--- src/rtl/core/mpm_pkg.sv ---
// Shared types and constants of the moment projection MAC core.
package mpm_pkg;

   localparam int MOMENTS_DEF    = 16;
   localparam int DIRECTIONS_DEF = 32;
   localparam int CELLS_DEF      = 1024;

   localparam int ACTION_W     = 2;
   localparam int MOMENT_IDX_W = 4;
   localparam int DIR_IDX_W    = 5;
   localparam int CELL_IDX_W   = 10;
   localparam int VALUE_W      = 32;
   localparam int ACC_W        = 48;
   localparam int PRODUCT_W    = 2 * VALUE_W;
   localparam int FRAC_W       = 16;

   localparam int REQ_DATA_W = 56;
   localparam int RSP_DATA_W = 48;

   localparam int QUEUE_DEPTH = 4;

   localparam logic [ACTION_W-1:0] ACT_LOAD  = 2'd0;
   localparam logic [ACTION_W-1:0] ACT_ACCUM = 2'd1;
   localparam logic [ACTION_W-1:0] ACT_READ  = 2'd2;

   localparam logic signed [ACC_W-1:0] ACC_MAX = {1'b0, {(ACC_W-1){1'b1}}};
   localparam logic signed [ACC_W-1:0] ACC_MIN = {1'b1, {(ACC_W-1){1'b0}}};

   typedef enum logic [1:0] {
      OP_LOAD,
      OP_ACCUM,
      OP_READ,
      OP_READ_ZERO
   } op_kind_type;

   typedef struct packed {
      op_kind_type                kind;
      logic [MOMENT_IDX_W-1:0]    moment;
      logic [DIR_IDX_W-1:0]       direction;
      logic [CELL_IDX_W-1:0]      cell_idx;
      logic signed [VALUE_W-1:0]  value;
   } op_type;

   typedef struct packed {
      logic   valid;
      op_type op;
   } queue_head_type;

   typedef struct packed {
      logic clearing;
      logic pop;
   } back_status_type;

endpackage

--- src/rtl/core/mpm_front.sv ---
// Front end: accepts request items, checks indexes and queues operations.
module mpm_front import mpm_pkg::*; #(
   parameter int MOMENTS    = MOMENTS_DEF,
   parameter int DIRECTIONS = DIRECTIONS_DEF,
   parameter int CELLS      = CELLS_DEF
) (
   input  logic                  clock,
   input  logic                  reset,
   input  logic                  req_tvalid,
   output logic                  req_tready,
   input  logic [REQ_DATA_W-1:0] req_tdata,
   input  logic [ACTION_W-1:0]   req_tuser,
   output queue_head_type        head,
   input  back_status_type       status
);

   localparam int PTR_W = $clog2(QUEUE_DEPTH);
   localparam int CNT_W = $clog2(QUEUE_DEPTH + 1);

   logic [MOMENT_IDX_W-1:0]   req_moment;
   logic [DIR_IDX_W-1:0]      req_direction;
   logic [CELL_IDX_W-1:0]     req_cell;
   logic signed [VALUE_W-1:0] req_value;
   logic                      moment_ok;
   logic                      direction_ok;
   logic                      cell_ok;
   logic                      keep;
   op_kind_type               kind;
   op_type                    push_op;
   logic                      push;

   op_type           entries_ff [QUEUE_DEPTH];
   logic [PTR_W-1:0] wr_ptr_ff;
   logic [PTR_W-1:0] wr_ptr_in;
   logic [PTR_W-1:0] rd_ptr_ff;
   logic [PTR_W-1:0] rd_ptr_in;
   logic [CNT_W-1:0] count_ff;
   logic [CNT_W-1:0] count_in;

   assign req_moment    = req_tdata[3:0];
   assign req_direction = req_tdata[8:4];
   assign req_cell      = req_tdata[18:9];
   assign req_value     = $signed(req_tdata[50:19]);

   assign moment_ok    = 32'(req_moment) < MOMENTS;
   assign direction_ok = 32'(req_direction) < DIRECTIONS;
   assign cell_ok      = 32'(req_cell) < CELLS;

   // Out-of-range loads and samples are dropped here; out-of-range reads answer zero.
   always_comb begin
      keep = 1'b0;
      kind = OP_LOAD;
      case (req_tuser)
         ACT_LOAD: begin
            keep = moment_ok && direction_ok;
            kind = OP_LOAD;
         end
         ACT_ACCUM: begin
            keep = direction_ok && cell_ok;
            kind = OP_ACCUM;
         end
         ACT_READ: begin
            keep = 1'b1;
            kind = (moment_ok && cell_ok) ? OP_READ : OP_READ_ZERO;
         end
         default: begin
            keep = 1'b0;
            kind = OP_LOAD;
         end
      endcase
   end

   assign push_op = '{kind: kind, moment: req_moment, direction: req_direction,
                      cell_idx: req_cell, value: req_value};

   assign req_tready = !status.clearing && (count_ff != CNT_W'(QUEUE_DEPTH));
   assign push       = req_tvalid && req_tready && keep;

   assign wr_ptr_in = push ? wr_ptr_ff + PTR_W'(1) : wr_ptr_ff;
   assign rd_ptr_in = status.pop ? rd_ptr_ff + PTR_W'(1) : rd_ptr_ff;
   assign count_in  = count_ff + CNT_W'(push) - CNT_W'(status.pop);

   always_ff @(posedge clock) begin
      if (reset) begin
         wr_ptr_ff <= '0;
         rd_ptr_ff <= '0;
         count_ff  <= '0;
      end else begin
         wr_ptr_ff <= wr_ptr_in;
         rd_ptr_ff <= rd_ptr_in;
         count_ff  <= count_in;
      end
      if (push) begin
         entries_ff[wr_ptr_ff] <= push_op;
      end
   end

   assign head.valid = count_ff != '0;
   assign head.op    = entries_ff[rd_ptr_ff];

endmodule

--- config.mk ---
export PLATFORM = sky130hd
export DESIGN_NAME = mpm_front
export DESIGN_NICKNAME = d
export VERILOG_FILES = /design/src/rtl/core/mpm_pkg.sv /design/src/rtl/core/mpm_front.sv
export SDC_FILE = /design/constraint.sdc
export NUM_CORES = 1
export LEC_CHECK = 0
export ABC_AREA = 1
export BUFFER_PORTS_ARGS = -buffer_cell sky130_fd_sc_hd__buf_4
export CAP_MARGIN = 0
export CORE_MARGIN = 1
export CORE_UTILIZATION = 57
export DETAILED_ROUTE_END_ITERATION = 8
export GPL_TIMING_DRIVEN = 0
export PLACE_DENSITY = 0.8
export SLEW_MARGIN = 20
export SYNTH_ARGS = -nofsm -noshare
export SYNTH_HDL_FRONTEND = slang
export SYNTH_SLANG_ARGS = --single-unit
--- constraint.sdc ---
create_clock -name clock -period 4.7 [get_ports clock]
set_input_delay 0.94 -clock clock [delete_from_list [all_inputs] [get_ports clock]]
set_output_delay 0.94 -clock clock [all_outputs]
set_load 0.03 [all_outputs]
==> Yosys cells after proc, flatten, opt, wreduce, memory -nomap -nowiden <==
Memory sizes are Yosys's and may differ from the RTL's. A register that Yosys moved wholly into a read port is not among the register bits.
Index checks and enable logic that the tools add are counted.
{ "classes": {"n_addsub": 4, "n_eq_ne": 3, "mux": 6, "n_reduce_logical": 7} }
{ "ops": {"columns": ["operator", "n"], "rows": [
  ["adder 2 x 1 -> 2 bit, second input constant", 2],
  ["two-way mux 2 bit", 2],
  ["case mux 2 bit (2 select lines)", 1],
  ["adder 3 x 1 -> 3 bit", 1],
  ["logical AND 1 bit", 3],
  ["two-way mux 1 bit", 3],
  ["inequality test 3 bit, second input constant", 1],
  ["nonzero test 3 bit", 1],
  ["OR reduction 3 bit", 1],
  ["subtractor 3 x 1 -> 3 bit", 1],
  ["== test 2 x 1 -> 1 bit, second input constant", 1],
  ["== test 2 bit, second input constant", 1],
  ["logical NOT 2 bit", 1],
  ["logical NOT 1 bit", 1]
]} }
{ "word_totals": {"reg_bits": 7, "mem_bits_rw": 212, "inputBits": 63, "word_cells": 24, "mem_count": 1} }
{ "mem_list": {"columns": ["memory", "words", "width", "rd", "rd_clocked_by_memory_dff", "wr", "line", "text"], "rows": [
  ["entries_ff", 4, 53, 1, 1, 1, "mpm_front.sv:32", "op_type entries_ff [QUEUE_DEPTH];"]
]} }

==> Logic depth before layout (Yosys ltp) <==
{ "depth": {"ltp_word": 6, "ltp_mapped": 11, "depth_no_buf": 11} }

==> Least setup slack after synthesis <==
No wires, ideal clock.
{ "synth_timing": {"kind": "input-to-reg", "startpoint": "input req_tvalid", "endpoint": "memory entries_ff[0][0] (netlist name), enable pin", "arrival_time_ps": 3573, "required_ps": 4236, "slack_ps": 663, "stages": 4, "cell_sequence": "inv_1 -> a21oi_1 -> nand3_2 -> nor2_1"} }
{ "synth_between": {"elab_chain_len": 4} }
{ "synth_lines": {"columns": ["element", "line", "text"], "rows": [
  ["from (decl)", "mpm_front.sv:9", "input logic req_tvalid,"],
  ["logical AND 1 bit (2 in a row)", "mpm_front.sv:77", "assign push = req_tvalid && req_tready && keep;"],
  ["two-way mux 1 bit", "mpm_front.sv:93", "if (push) begin"],
  ["two-way mux 1 bit (not written as such)", "mpm_front.sv:94", "entries_ff[wr_ptr_ff] <= push_op;"],
  ["to (decl)", "mpm_front.sv:32", null]
]} }
Every way passes these cells.

==> impl_results.md <==
* Port buffer count at 112
* Library cells used by synthesis at 23
* Synth warn at 0
* Antenna violations before repair at 0
* Skew final at 0.00948 ns
* Drt initial violations at 426
* Crit path required time at 3.76 ns
* Crit path time final at 2.92 ns
* Final worst slack at 1.78 ns
* Placement Rows at 44
* Global-route usage over all layers at 0.231
* CP Launch Type: flop
* DRC errors left at 0
* P_leak at 3.77 nW
* Die ar. at 15,500 um^2
* Reg2reg end: entries_ff[1][22]$_DFFE_PP_
* Root buffer cell: clkbuf_16
* PostCTS Resize Cnt at 0
* Area Growth Syn to Fin at 22.8%
* Avg Inst Size Synth at 14.6 um^2
* Worst Setup End Kind: primary output
* GR Overflow Total at 0
* CTS Hold Bufs at 0
* Final #Nets at 799
* CTS tree: yes
* Global placer's final weighted congestion at 0.742
* Slew Limit Headroom at 0.548
* Setup Buffers After CTS at 0
* Fin. Hold Viols at 0
* Post-DP HPWL at 11,300 um
* Worst-Skew Late Latency at 0.48 ns
* Vias/cell at 5.73
* Worst-path clk slew at 0.06 ns
* First-pass DRT Iterations at 5
* Period utilization at 0.622
* Slew at the pin closest to its max-slew limit at 0.676 ns
* Synth Instances at 585
* Worst reg2reg path depth at 6
* Largest net degree at the start of global routing at 24
* Cells after DPL at 889
* Hold Slack at 0.444 ns
* Number of global-route vias before repair at 5,555
* Min-Delay Path Class: reg2reg
* Hold Path Depth at 1
* Type of the worst setup path: reg2out
* Post-Synthesis Cell Area at 8540 um^2
* RSZ-0062 raised after global routing: no
* Num Clock Sinks at 221
* Htree depth at 1
* Max Buffers Root-to-Sink at 3
* Starting density of the core at 0.586
* Synthesized flop and latch total at 221
* Register area share after synthesis at 0.766
* Final setup vio count at 0
* Core area at 14,600 um^2
* Dpl ws at 1.61 ns
* Worst VDD drop at 308 uV
* Syn_nets at 655
* Via count at 5,323
* Status: complete, no violations
* Design area at 10,500 um^2
* Placed Area at 9830 um^2
* Fill cell count at 916
* Routed Antenna Nets at 0
* Total Power at 4.49 mW
* Post-route insts no fill at 929
* Setup TNS at 0 ns
* Worst path arrival time at 1.98 ns
* Ratio of cells with drive above 1 in the final layout at 0.302
* Chip Width at 124 um
* I/O pins at 118
* Routed length per instance at 19.3 um
* Power Dens Cells at 428 nW/um^2
* Clock buffer count from CTS at 22
* ANT cells at 0
* Die Ht at 124 um
* Final core utilization at 0.719
* Max Cap Violations at 0
* Critical Path Fanout Max at 10
* Post-Route WL at 17,900 um
* Global-route wire length before repair at 27,800 um
* FMAX at 342 MHz
* End of the critical path: head[33]
* Worst reg-to-reg setup slack at 2.48 ns
* Pins Over Slew Limit at 0
* Reg2reg start: count_ff[1]$_SDFF_PP0_
worst min path at each step:
stage                                         start                   endpoint  slack (ns)
after global placement    rd_ptr_ff[1]$_SDFFE_PP0P_  rd_ptr_ff[1]$_SDFFE_PP0P_        0.43
final                     rd_ptr_ff[1]$_SDFFE_PP0P_                       flop        0.44
after floorplan           rd_ptr_ff[1]$_SDFFE_PP0P_                       flop        0.41
after global routing      rd_ptr_ff[1]$_SDFFE_PP0P_                       flop        0.46
after detailed placement  rd_ptr_ff[1]$_SDFFE_PP0P_                       flop        0.43
after CTS                 rd_ptr_ff[1]$_SDFFE_PP0P_                       flop        0.45
kinds of logic after synthesis:
logic type | after synthesis | share of synthesized area
xor+xnor | 1 | 0.00103
buf+inv | 59 | 0.0375
flops | 221 | 0.766
simple gates | 134 | 0.0661
compound gates | 163 | 0.118
fa+ha+maj | 7 | 0.0111
final cells by class:
class	instances	area (um^2)	share of cell area
clock buffers	33	633	0.0604
multi-input cells	305	1710	0.163
plain buffers	34	221	0.0211
inverters	25	98.8	0.00942
clock inverters	7	28.8	0.00274
well taps	184	230	0.0220
flip-flops and latches	221	6550	0.624
repair buffers	120	1020	0.0976
where the power goes:
group | switching [mW] | internal, mW | total (mW)
clock network | 0.665 | 0.926 | 1.59
logic | 0.414 | 0.231 | 0.645
registers | 0.0218 | 2.23 | 2.26
cell usage in the layout (no fill, tap or decap), drive strengths merged:
cell type,netlist,layout
clkinv,0,7
xnor2,1,1
a21oi,2,2
o21ai,108,108
fa,1,1
nand2,10,10
clkbuf,9,42
nand3,1,1
edfxtp,212,212
inv,25,25
nor2,121,121
o22ai,53,53
ha,6,6
buf,25,145
dfxtp,9,9
nand4,2,2
registers in the layout (all words and copies together), names as in the netlist, named ones only:
name / flops
rd_ptr_ff: 2
wr_ptr_ff: 2
count_ff: 3
entries_ff: 212
per-layer routing:
layer / GRT usage / wire [um] / part of all wire / vias up
met4: 0.0858 / 330 / 0.018 / 0
met1: 0.299 / 7240 / 0.40 / 2620
met5: 0 / 0 / 0 / -
li1: - / - / - / 2450
met3: 0.0421 / 1280 / 0.071 / 30
met2: 0.391 / 9100 / 0.51 / 223
synthesized netlist by cell type (all sizes together):
cell	n	share of area
edfxtp	212	0.75
nor2	121	0.059
o21ai	108	0.063
o22ai	53	0.053
buf	25	0.021
inv	25	0.012
nand2	10	0.0044
clkbuf	9	0.0048
dfxtp	9	0.021
ha	6	0.0088
a21oi	2	0.0012
nand4	2	0.0015
fa	1	0.0023
nand3	1	0.0012
xnor2	1	0.0010
worst max-delay path: stages, from the launching register on:
cell and delay, ns:
dfxtp_1 0.29, clkbuf_2 0.20, inv_2 0.19, buf_2 0.26
o21ai_0 0.12, o22ai_1 0.21, buf_4 0.21
(Power assumes the default switching activity.)
